<file path="config.mk">
export PLATFORM = sky130hd
export DESIGN_NAME = ucb1_arm_selector_top
export DESIGN_NICKNAME = d
export VERILOG_FILES = /design/src/hdl/ucbsel_pkg.sv /design/src/hdl/ucb1_arm_selector_top.sv /design/src/hdl/ucbsel_alu.sv /design/src/hdl/ucbsel_stats.sv
export SDC_FILE = /design/constraint.sdc
export NUM_CORES = 2
export LEC_CHECK = 0
export ABC_AREA = 1
export BUFFER_PORTS_ARGS = -buffer_cell sky130_fd_sc_hd__buf_2
export CAP_MARGIN = 20
export CORE_MARGIN = 2
export CORE_UTILIZATION = 40
export DETAILED_ROUTE_END_ITERATION = 6
export PLACE_DENSITY_LB_ADDON = 0.08
export SETUP_SLACK_MARGIN = 0.5
export SYNTH_ARGS = -nofsm -noshare
export SYNTH_HDL_FRONTEND = slang
export SYNTH_SLANG_ARGS = --single-unit
</file>
<file path="constraint.sdc">
create_clock -name clk_i -period 10.62 [get_ports clk_i]
set_input_delay 1.062 -clock clk_i [delete_from_list [all_inputs] [get_ports clk_i]]
set_output_delay 1.062 -clock clk_i [all_outputs]
set_load 0.01 [all_outputs]
</file>
<file path="src/hdl/ucbsel_pkg.sv">
// Shared constants, types and codes of the UCB1 arm selector.
`default_nettype none

package ucbsel_pkg;

  localparam int NumArms   = 8;
  localparam int FracBits  = 16;
  localparam int ArmW      = $clog2(NumArms);
  localparam int NW        = $clog2(NumArms + 1);
  localparam int CfgW      = 4;
  localparam int PlayW     = 20;
  localparam int SumW      = 40;
  localparam int TotW      = 24;
  localparam int XW        = 32;
  localparam int DivW      = SumW + FracBits;
  localparam int LgW       = $clog2(TotW) + FracBits;
  localparam int ArgW      = LgW + 1;
  localparam int SqrtPairs = (ArgW + FracBits + 1) / 2;
  localparam int SqrtInW   = 2 * SqrtPairs;
  localparam int RootW     = SqrtPairs;
  localparam int CmpW      = (PlayW + 1 > RootW + 2) ? PlayW + 1 : RootW + 2;
  localparam int UcbW      = 32 + FracBits;
  localparam int CntW      = $clog2(DivW + 1);

  localparam logic [31:0]     Ln2Q32    = 32'hB17217F7;
  localparam logic [CfgW-1:0] ArmsReset = 4'd6;

  localparam logic       KindRecord   = 1'b1;
  localparam logic [1:0] StatusOk     = 2'd0;
  localparam logic [1:0] StatusBadArm = 2'd1;
  localparam logic [1:0] StatusSat    = 2'd2;

  typedef struct packed {
    logic        kind;
    logic [2:0]  arm;
    logic [19:0] reward;
  } in_req_t;

  typedef struct packed {
    logic [2:0] next_arm;
    logic       exploring;
    logic [2:0] best_arm;
    logic       best_valid;
    logic [1:0] status;
  } out_rsp_t;

  typedef enum logic [1:0] {OpDiv, OpSqrt, OpLog} alu_op_e;

  typedef struct packed {
    logic    start;
    alu_op_e op;
  } alu_cmd_t;

  typedef enum logic [2:0] {AluIdle, AluDiv, AluSqrt, AluNorm, AluSqr, AluLnMul} alu_st_e;

  typedef enum logic [3:0] {
    SeqIdle, SeqUpdate, SeqScan, SeqLog, SeqLogWait,
    SeqArm, SeqMeanWait, SeqArgWait, SeqSqrtWait, SeqDone
  } seq_e;

endpackage

`default_nettype wire

</file>
<file path="src/hdl/ucb1_arm_selector_top.sv">
// Top level of the UCB1 arm selector: sequencer, output register and assertions.
// While an arm is unplayed, each played arm in use gets one division for its mean.
// Once all arms are played, the log is taken first and each arm then takes an issue state,
// two divisions (mean and argument) and a root.
// One request is in work at a time; the next is accepted while the result waits to be taken.
// Reset clears all play counts, reward sums and the total, and sets arms in use to six.
`default_nettype none

module ucb1_arm_selector_top (
  input  logic                        clk_i,
  input  logic                        rst_ni,
  input  logic                        cfg_we_i,
  input  logic [ucbsel_pkg::CfgW-1:0] cfg_wdata_i,
  input  logic                        in_valid_i,
  output logic                        in_ready_o,
  input  ucbsel_pkg::in_req_t         in_req_i,
  output logic                        out_valid_o,
  input  logic                        out_ready_i,
  output ucbsel_pkg::out_rsp_t        out_rsp_o
);
  import ucbsel_pkg::*;

  seq_e            seq_q, seq_d;
  logic [CfgW-1:0] cfg_q;
  in_req_t         req_q, req_d;
  logic [1:0]      status_q, status_d;
  logic            explore_q, explore_d;
  logic [ArmW-1:0] next_q, next_d;
  logic [NW-1:0]   j_q, j_d;
  logic [ArgW-1:0] two_ln_q, two_ln_d;
  logic [DivW-1:0] mean_q, mean_d;
  logic [ArmW-1:0] best_q, best_d;
  logic [DivW-1:0] best_top_q, best_top_d;
  logic            best_valid_q, best_valid_d;
  logic [UcbW-1:0] ucb_top_q, ucb_top_d;
  logic            found_q, found_d;
  logic            out_valid_q, out_valid_d;
  out_rsp_t        out_q, out_d;

  logic [NumArms-1:0][PlayW-1:0] play;
  logic [NumArms-1:0][SumW-1:0]  sum;
  logic [TotW-1:0]               total;
  logic [1:0]                    stats_status;

  alu_cmd_t         cmd;
  logic [DivW-1:0]  opa;
  logic [PlayW-1:0] opb;
  logic             alu_done;
  logic [DivW-1:0]  alu_res;

  logic [NW-1:0]    n;
  logic             expl;
  logic [ArmW-1:0]  first;
  logic [ArmW-1:0]  ja;
  logic [PlayW-1:0] play_cur;
  logic [SumW-1:0]  sum_cur;
  logic [DivW:0]    ucb_sum;
  logic [UcbW-1:0]  ucb;

  ucbsel_stats u_stats (
    .clk_i   (clk_i),
    .rst_ni  (rst_ni),
    .upd_i   (seq_q == SeqUpdate),
    .req_i   (req_q),
    .n_i     (n),
    .play_o  (play),
    .sum_o   (sum),
    .total_o (total),
    .status_o(stats_status)
  );

  ucbsel_alu u_alu (
    .clk_i (clk_i),
    .rst_ni(rst_ni),
    .cmd_i (cmd),
    .opa_i (opa),
    .opb_i (opb),
    .done_o(alu_done),
    .res_o (alu_res)
  );

  always_comb begin
    if (cfg_q == '0) begin
      n = NW'(1);
    end else if (cfg_q > CfgW'(NumArms)) begin
      n = NW'(NumArms);
    end else begin
      n = NW'(cfg_q);
    end
    expl  = 1'b0;
    first = '0;
    for (int i = NumArms - 1; i >= 0; i--) begin
      if ((i < int'(n)) && (play[i] == '0)) begin
        expl  = 1'b1;
        first = ArmW'(i);
      end
    end
    ja       = j_q[ArmW-1:0];
    play_cur = play[ja];
    sum_cur  = sum[ja];
    ucb_sum  = (DivW+1)'(mean_q) + (DivW+1)'(alu_res[RootW-1:0]);
    ucb      = (|ucb_sum[DivW:UcbW]) ? '1 : ucb_sum[UcbW-1:0];
  end

  always_comb begin
    seq_d = seq_q;
    case (seq_q)
      SeqIdle:     if (in_valid_i) seq_d = SeqUpdate;
      SeqUpdate:   seq_d = SeqScan;
      SeqScan:     seq_d = expl ? SeqArm : SeqLog;
      SeqLog:      seq_d = SeqLogWait;
      SeqLogWait:  if (alu_done) seq_d = SeqArm;
      SeqArm: begin
        if (j_q == n) begin
          seq_d = SeqDone;
        end else if (play_cur != '0) begin
          seq_d = SeqMeanWait;
        end
      end
      SeqMeanWait: if (alu_done) seq_d = explore_q ? SeqArm : SeqArgWait;
      SeqArgWait:  if (alu_done) seq_d = SeqSqrtWait;
      SeqSqrtWait: if (alu_done) seq_d = SeqArm;
      SeqDone:     if (!out_valid_q || out_ready_i) seq_d = SeqIdle;
      default:     seq_d = SeqIdle;
    endcase
  end

  always_comb begin
    cmd.start    = 1'b0;
    cmd.op       = OpDiv;
    opa          = {sum_cur, {FracBits{1'b0}}};
    opb          = play_cur;
    req_d        = req_q;
    status_d     = status_q;
    explore_d    = explore_q;
    next_d       = next_q;
    j_d          = j_q;
    two_ln_d     = two_ln_q;
    mean_d       = mean_q;
    best_d       = best_q;
    best_top_d   = best_top_q;
    best_valid_d = best_valid_q;
    ucb_top_d    = ucb_top_q;
    found_d      = found_q;
    out_valid_d  = out_valid_q && !out_ready_i;
    out_d        = out_q;
    case (seq_q)
      SeqIdle: begin
        if (in_valid_i) req_d = in_req_i;
      end
      SeqUpdate: status_d = stats_status;
      SeqScan: begin
        explore_d    = expl;
        next_d       = expl ? first : '0;
        j_d          = '0;
        best_d       = '0;
        best_top_d   = '0;
        best_valid_d = 1'b0;
        found_d      = 1'b0;
      end
      SeqLog: begin
        cmd.start = 1'b1;
        cmd.op    = OpLog;
        opa       = DivW'(total);
      end
      SeqLogWait: begin
        if (alu_done) two_ln_d = {alu_res[LgW-1:0], 1'b0};
      end
      SeqArm: begin
        if (j_q != n) begin
          if (play_cur == '0) begin
            j_d = j_q + NW'(1);
          end else begin
            cmd.start = 1'b1;
            cmd.op    = OpDiv;
          end
        end
      end
      SeqMeanWait: begin
        if (alu_done) begin
          mean_d = alu_res;
          if (!best_valid_q || (alu_res > best_top_q)) begin
            best_top_d   = alu_res;
            best_d       = ja;
            best_valid_d = 1'b1;
          end
          if (explore_q) begin
            j_d = j_q + NW'(1);
          end else begin
            cmd.start = 1'b1;
            cmd.op    = OpDiv;
            opa       = DivW'(two_ln_q);
          end
        end
      end
      SeqArgWait: begin
        if (alu_done) begin
          cmd.start = 1'b1;
          cmd.op    = OpSqrt;
          opa       = DivW'(SqrtInW'({alu_res[ArgW-1:0], {FracBits{1'b0}}}));
        end
      end
      SeqSqrtWait: begin
        if (alu_done) begin
          if (!found_q || (ucb > ucb_top_q)) begin
            ucb_top_d = ucb;
            next_d    = ja;
            found_d   = 1'b1;
          end
          j_d = j_q + NW'(1);
        end
      end
      SeqDone: begin
        if (!out_valid_q || out_ready_i) begin
          out_valid_d          = 1'b1;
          out_d.next_arm       = 3'(next_q);
          out_d.exploring      = explore_q;
          out_d.best_arm       = 3'(best_q);
          out_d.best_valid     = best_valid_q;
          out_d.status         = status_q;
        end
      end
      default: ;
    endcase
  end

  always_ff @(posedge clk_i or negedge rst_ni) begin
    if (!rst_ni) begin
      seq_q       <= SeqIdle;
      cfg_q       <= ArmsReset;
      out_valid_q <= 1'b0;
    end else begin
      seq_q       <= seq_d;
      out_valid_q <= out_valid_d;
      if (cfg_we_i) cfg_q <= cfg_wdata_i;
    end
  end

  always_ff @(posedge clk_i) begin
    req_q        <= req_d;
    status_q     <= status_d;
    explore_q    <= explore_d;
    next_q       <= next_d;
    j_q          <= j_d;
    two_ln_q     <= two_ln_d;
    mean_q       <= mean_d;
    best_q       <= best_d;
    best_top_q   <= best_top_d;
    best_valid_q <= best_valid_d;
    ucb_top_q    <= ucb_top_d;
    found_q      <= found_d;
    out_q        <= out_d;
  end

  assign in_ready_o  = (seq_q == SeqIdle);
  assign out_valid_o = out_valid_q;
  assign out_rsp_o   = out_q;

  a_done_in_wait: assert property (@(posedge clk_i) disable iff (!rst_ni)
    alu_done |-> (seq_q == SeqLogWait || seq_q == SeqMeanWait ||
                  seq_q == SeqArgWait || seq_q == SeqSqrtWait))
    else $error("Arithmetic unit finished outside a wait state.");

  a_out_from_done: assert property (@(posedge clk_i) disable iff (!rst_ni)
    $rose(out_valid_o) |-> $past(seq_q) == SeqDone)
    else $error("Result presented without finishing a request.");

  a_exploit_has_best: assert property (@(posedge clk_i) disable iff (!rst_ni)
    (out_valid_o && !out_rsp_o.exploring) |-> out_rsp_o.best_valid)
    else $error("All arms played but no best arm reported.");

endmodule

`default_nettype wire

</file>
<file path="src/hdl/ucbsel_alu.sv">
// Shared iterative unit: restoring division, square root and natural log.
`default_nettype none

module ucbsel_alu (
  input  logic                         clk_i,
  input  logic                         rst_ni,
  input  ucbsel_pkg::alu_cmd_t         cmd_i,
  input  logic [ucbsel_pkg::DivW-1:0]  opa_i,
  input  logic [ucbsel_pkg::PlayW-1:0] opb_i,
  output logic                         done_o,
  output logic [ucbsel_pkg::DivW-1:0]  res_o
);
  import ucbsel_pkg::*;

  alu_st_e          st_q, st_d;
  logic [CntW-1:0]  cnt_q, cnt_d;
  logic             done_q, done_d;
  logic [CmpW-1:0]  acc_q, acc_d;
  logic [DivW-1:0]  sh_q, sh_d;
  logic [RootW-1:0] root_q, root_d;
  logic [PlayW-1:0] dvs_q, dvs_d;
  logic [XW-1:0]    x_q, x_d;
  logic [LgW-1:0]   lg_q, lg_d;
  logic [DivW-1:0]  res_q, res_d;

  logic [CmpW-1:0]    cmp_a, cmp_b, diff;
  logic               ge;
  logic [2*XW-1:0]    sq;
  logic [XW:0]        y;
  logic [LgW+31:0]    lnp;

  always_comb begin
    if (st_q == AluSqrt) begin
      cmp_a = {acc_q[CmpW-3:0], sh_q[DivW-1 -: 2]};
      cmp_b = CmpW'({root_q, 2'b01});
    end else begin
      cmp_a = {acc_q[CmpW-2:0], sh_q[DivW-1]};
      cmp_b = CmpW'(dvs_q);
    end
    ge   = (cmp_a >= cmp_b);
    diff = cmp_a - cmp_b;
    sq   = x_q * x_q;
    y    = sq[2*XW-1:XW-1];
    lnp  = lg_q * Ln2Q32;
  end

  always_comb begin
    st_d = st_q;
    case (st_q)
      AluIdle: begin
        if (cmd_i.start) begin
          case (cmd_i.op)
            OpDiv:   st_d = AluDiv;
            OpSqrt:  st_d = AluSqrt;
            OpLog:   st_d = (opa_i[TotW-1:0] == '0) ? AluIdle : AluNorm;
            default: st_d = AluIdle;
          endcase
        end
      end
      AluDiv, AluSqrt: begin
        if (cnt_q == CntW'(1)) st_d = AluIdle;
      end
      AluNorm: begin
        if (x_q[XW-1]) st_d = AluSqr;
      end
      AluSqr: begin
        if (cnt_q == CntW'(1)) st_d = AluLnMul;
      end
      AluLnMul: st_d = AluIdle;
      default:  st_d = AluIdle;
    endcase
  end

  always_comb begin
    cnt_d  = cnt_q;
    done_d = 1'b0;
    acc_d  = acc_q;
    sh_d   = sh_q;
    root_d = root_q;
    dvs_d  = dvs_q;
    x_d    = x_q;
    lg_d   = lg_q;
    res_d  = res_q;
    case (st_q)
      AluIdle: begin
        if (cmd_i.start) begin
          case (cmd_i.op)
            OpDiv: begin
              acc_d = '0;
              sh_d  = opa_i;
              dvs_d = opb_i;
              cnt_d = CntW'(DivW);
            end
            OpSqrt: begin
              acc_d  = '0;
              root_d = '0;
              sh_d   = opa_i << (DivW - SqrtInW);
              cnt_d  = CntW'(SqrtPairs);
            end
            OpLog: begin
              if (opa_i[TotW-1:0] == '0) begin
                res_d  = '0;
                done_d = 1'b1;
              end else begin
                x_d  = XW'(opa_i[TotW-1:0]);
                lg_d = LgW'(XW - 1);
              end
            end
            default: ;
          endcase
        end
      end
      AluDiv: begin
        acc_d = ge ? diff : cmp_a;
        sh_d  = {sh_q[DivW-2:0], ge};
        cnt_d = cnt_q - CntW'(1);
        if (cnt_q == CntW'(1)) begin
          res_d  = {sh_q[DivW-2:0], ge};
          done_d = 1'b1;
        end
      end
      AluSqrt: begin
        acc_d  = ge ? diff : cmp_a;
        root_d = {root_q[RootW-2:0], ge};
        sh_d   = sh_q << 2;
        cnt_d  = cnt_q - CntW'(1);
        if (cnt_q == CntW'(1)) begin
          res_d  = DivW'({root_q[RootW-2:0], ge});
          done_d = 1'b1;
        end
      end
      AluNorm: begin
        if (x_q[XW-1]) begin
          cnt_d = CntW'(FracBits);
        end else begin
          x_d  = x_q << 1;
          lg_d = lg_q - LgW'(1);
        end
      end
      AluSqr: begin
        lg_d  = {lg_q[LgW-2:0], y[XW]};
        x_d   = y[XW] ? y[XW:1] : y[XW-1:0];
        cnt_d = cnt_q - CntW'(1);
      end
      AluLnMul: begin
        res_d  = DivW'(lnp[LgW+31:32]);
        done_d = 1'b1;
      end
      default: ;
    endcase
  end

  always_ff @(posedge clk_i or negedge rst_ni) begin
    if (!rst_ni) begin
      st_q   <= AluIdle;
      cnt_q  <= '0;
      done_q <= 1'b0;
    end else begin
      st_q   <= st_d;
      cnt_q  <= cnt_d;
      done_q <= done_d;
    end
  end

  always_ff @(posedge clk_i) begin
    acc_q  <= acc_d;
    sh_q   <= sh_d;
    root_q <= root_d;
    dvs_q  <= dvs_d;
    x_q    <= x_d;
    lg_q   <= lg_d;
    res_q  <= res_d;
  end

  assign done_o = done_q;
  assign res_o  = res_q;

endmodule

`default_nettype wire

</file>
<file path="src/hdl/ucbsel_stats.sv">
// Per-arm play counts and reward sums with the total play count, all saturating.
`default_nettype none

module ucbsel_stats (
  input  logic                                              clk_i,
  input  logic                                              rst_ni,
  input  logic                                              upd_i,
  input  ucbsel_pkg::in_req_t                               req_i,
  input  logic [ucbsel_pkg::NW-1:0]                         n_i,
  output logic [ucbsel_pkg::NumArms-1:0][ucbsel_pkg::PlayW-1:0] play_o,
  output logic [ucbsel_pkg::NumArms-1:0][ucbsel_pkg::SumW-1:0]  sum_o,
  output logic [ucbsel_pkg::TotW-1:0]                       total_o,
  output logic [1:0]                                        status_o
);
  import ucbsel_pkg::*;

  logic [NumArms-1:0][PlayW-1:0] play_q, play_d;
  logic [NumArms-1:0][SumW-1:0]  sum_q, sum_d;
  logic [TotW-1:0]               total_q, total_d;

  logic [ArmW-1:0] idx;
  logic            bad, play_sat, sum_sat, tot_sat, rec;
  logic [SumW:0]   sum_inc;

  always_comb begin
    idx      = ArmW'(req_i.arm);
    bad      = ({{NW{1'b0}}, req_i.arm} >= {3'b000, n_i});
    play_sat = (play_q[idx] == '1);
    sum_inc  = {1'b0, sum_q[idx]} + (SumW+1)'(req_i.reward);
    sum_sat  = sum_inc[SumW];
    tot_sat  = (total_q == '1);
    rec      = upd_i && (req_i.kind == KindRecord) && !bad;

    if (req_i.kind != KindRecord) begin
      status_o = StatusOk;
    end else if (bad) begin
      status_o = StatusBadArm;
    end else if (play_sat || sum_sat || tot_sat) begin
      status_o = StatusSat;
    end else begin
      status_o = StatusOk;
    end

    play_d  = play_q;
    sum_d   = sum_q;
    total_d = total_q;
    if (rec) begin
      play_d[idx] = play_sat ? play_q[idx] : play_q[idx] + PlayW'(1);
      sum_d[idx]  = sum_sat ? '1 : sum_inc[SumW-1:0];
      total_d     = tot_sat ? total_q : total_q + TotW'(1);
    end
  end

  always_ff @(posedge clk_i or negedge rst_ni) begin
    if (!rst_ni) begin
      play_q  <= '0;
      sum_q   <= '0;
      total_q <= '0;
    end else begin
      play_q  <= play_d;
      sum_q   <= sum_d;
      total_q <= total_d;
    end
  end

  assign play_o  = play_q;
  assign sum_o   = sum_q;
  assign total_o = total_q;

endmodule

`default_nettype wire
</file>
==> flow_metrics.py <==
metrics = {
    "run_status": {
        "outcome": "complete, no violations",
    },
    "logic_synthesis": {
        "synthesis.instances": 12800,
        "synth.top_cell.area_share_pct": 21.0,
        "syn_area_per_cell_um2": 7.83,
        "synth_top_area_cell": "fa_1",
        "syn-num-nets": 14500,
        "synth-edff-count": 454,
        "yosys_warnings": 0,
        "syn-cell-area_um2": 99800,
        "ys_seq_area_share_pct": 26.8,
        "synthTopCellsByArea": "fa_1 (21%), edfxtp_1 (14%), dfrtp_1 (13%), nand2_1 (13%), inv_1 (10%)",
        "synth-seq-cells": 977,
        "ys_types": 57,
        "synth.most_common_cell": "nand2_1",
        "yosys-top-cells-count": "nand2_1 (3,424), inv_1 (2,692), fa_1 (1,049), nor2_1 (771), o21ai_0 (753)",
        "ys.flop_type": "dfrtp_1",
        "synthArstFlopShare_pct": 53.5,
    },
    "cells_and_area": {
        "drive_gt1_share_pct": 3.94,
        "nNetsFinal": 14400,
        "fillCellCount": 25400,
        "utilization_pct": 43.4,
        "area_delta_synth_final_pct": 7.94,
        "final_cell_area_um2": 108000,
    },
    "clock_tree": {
        "cts_setup_buffers": 0,
        "ctsHtreeMaxLevel": 3,
        "cts_root_buffer": "clkbuf_16",
        "cts_inserted_buffers": 119,
        "worstSkewPairLatency_ps": 850,
        "ctsResizeCount": 0,
        "cts.sinks": 977,
        "tritoncts": "built",
        "clkTransAtPathRegs_ps": 60,
        "postCtsHoldBufs": 0,
        "clockBufferDepth": 3,
    },
    "routing": {
        "drc": 0,
        "drtIter0Drc": 7359,
        "postRouteWirelength_um": 360000,
        "num_vias": 83700,
        "drt_pass1_iterations": 6,
        "post_drt_wl_per_cell_um": 22.5,
        "antenna_left": 0,
        "vias_per_cell": 5.22,
    },
    "global_routing": {
        "grt_pass1_wl_um": 545000,
        "grt_pass1_vias": 84900,
        "grt_usage_pct": 28.6,
        "grt_max_degree": 145,
        "antenna_found_initial": 17,
        "grt.overflow.total": 0,
    },
    "timing": {
        "slew_headroom_pct": 18.1,
        "drv_slew": 0,
        "fin_crit_sh_pct": 83.9,
        "finalHoldViolCount": 0,
        "fin_worst_skew_ps": 134,
        "setup_viol": 0,
        "fin_setup_tns_ps": 0,
        "rsz0062_at_grt": "no",
        "min_period_ps": 8910,
        "fmax_ghz": 0.112,
        "worstMarginPinSlew_ps": 1220,
    },
    "floorplanning": {
        "io_pins": 45,
        "core_area_um2": 248000,
        "die_w_um": 503,
        "fp-row-count": 183,
        "chipHeight_um": 503,
        "start_util_pct": 40.2,
        "die_area_um2": 253000,
    },
    "setup_path": {
        "crit_path_max_fanout": 23,
        "timing.rr.start": "u_alu.x_q[19]$_DFFE_PP_",
        "critPathCapture": "u_alu.lg_q[0]$_SDFFCE_PP1P_",
        "startpoint": "u_alu.x_q[19]$_DFFE_PP_",
        "max_stage_delay_ps": 960,
        "cp.required_ps": 11160,
        "r2r_cells": 28,
        "critical_path_class": "register to register",
        "worstSetupEndpointType": "register",
        "cp_slowest_cell": "edfxtp_1",
        "arrival_ps": 9450,
        "rr_endpoint": "u_alu.lg_q[0]$_SDFFCE_PP1P_",
        "start_kind": "register",
        "reg2reg_setup_slack_ps": 1710,
    },
    "place": {
        "post_dp_cell_area_um2": 104000,
        "port_buffers": 44,
        "hpwl_um": 275000,
        "place.gp.congestion": 0.929,
    },
    "job": {
        "cap_violations": 0,
    },
    "min_path": {
        "hold_path_class": "input port to async pin",
    },
}
## critical path, delay by kind of cell, from the launching register on
family,cells,cell delay [ps]
buf+inv,8,1280
flops,1,960
simple gates,10,2010
compound gates,1,120
fa+ha+maj,9,4310
## worst min-delay path by stage
stage / cells after the start / start / slack, ps / to
4_1_cts: 1 / rst_ni / 320 / u_stats.sum_o[215]$_DFFE_PN0P_
5_1_grt: 1 / rst_ni / 360 / u_stats.sum_o[294]$_DFFE_PN0P_
6_report: 1 / rst_ni / 320 / u_stats.sum_o[294]$_DFFE_PN0P_
3_3_place_gp: 0 / next_q[2]$_DFFE_PP_ / 420 / out_rsp_o[9]$_DFFE_PP_
3_5_place_dp: 0 / next_q[2]$_DFFE_PP_ / 420 / out_rsp_o[9]$_DFFE_PP_
2_1_floorplan: 0 / status_q[0]$_SDFFCE_PN0N_ / 400 / out_rsp_o[0]$_DFFE_PP_
## cells in the final DEF (no fill, tap or decap), types with 26 or more instances in the layout
master	synthesis	final
nor2_1	771	755
xnor2_1	73	73
a221oi_1	26	26
clkbuf_1	334	30
fa_1	1049	1049
a21oi_1	396	392
nand3_2	27	27
nand3_1	494	494
ha_1	704	704
o21bai_1	47	47
nor3_1	69	68
o22ai_1	71	71
clkbuf_16	0	122
xor2_1	89	89
buf_2	72	43
o211ai_1	81	81
dfrtp_1	521	521
nor4_1	30	30
edfxtp_1	454	454
a31oi_1	37	37
o21ai_0	753	747
nand4_1	185	185
buf_4	19	149
inv_1	2692	2686
nand2_1	3424	3423
o21ai_1	73	78
## stage by stage
step | worst slack (ps) | hold WS, ps | instances
finish | 1710 | 322 | 16000
global route | 1230 | 357 | 16000
CTS | 1710 | 316 | 16000
detailed placement | 1720 | 415 | 15800
global placement | 1770 | 417 | 15800
floorplan | 3200 | 400 | 12800
## metal layers
metal	wire, µm	vias to the layer above	GRT usage (%)
met3	19100	506	3.08
li1	-	39300	-
met4	14400	8	9.98
met1	159000	41200	39.5
met2	167000	2664	46.5
met5	49	-	0
## area by class of cell
cell class	instances	area [µm²]	area share [%]
Inverter	2711	10200	9.45
Clock buffer	165	3340	3.11
Sequential cell	977	26700	24.8
Tap cell	3330	4170	3.87
Multi-Input combinational cell	8593	61100	56.7
Clock inverter	58	733	0.681
Timing Repair Buffer	200	1500	1.40
Antenna cell	2	5.00	0.00465
## registers in the layout, indices dropped and copies added (netlist names), 2 cells and up
name / flops
u_alu.root_q: 19
u_stats.total_o: 24
u_alu.sh_q: 56
u_alu.dvs_q: 20
next_q: 3
mean_q: 56
u_alu.x_q: 32
out_rsp_o: 10
seq_q: 4
u_alu.lg_q: 21
req_q: 24
u_stats.sum_o: 320
cfg_q: 4
u_alu.acc_q: 20
u_alu.res_o: 56
u_stats.play_o: 160
u_alu.st_q: 3
ucb_top_q: 48
j_q: 4
status_q: 2
two_ln_q: 21
u_alu.cnt_q: 6
best_top_q: 56
best_q: 3
## logic make-up after synthesis
| kind of cell | Yosys count | share of synthesized area (%) |
|---|---|---|
| AOI/OAI and AO/OA | 1593 | 8.90 |
| xor gates and xnor gates | 162 | 1.42 |
| adders and majority gates | 1753 | 29.9 |
| buffers and inverters | 3181 | 12.2 |
| DFF | 977 | 26.8 |
| muxes | 1 | 0.0113 |
| and+or+nand+nor | 5084 | 20.8 |
Power is left out: the tool's default activity adds up to more than one toggle a clock period on the data nets, which glitch-free logic cannot reach.
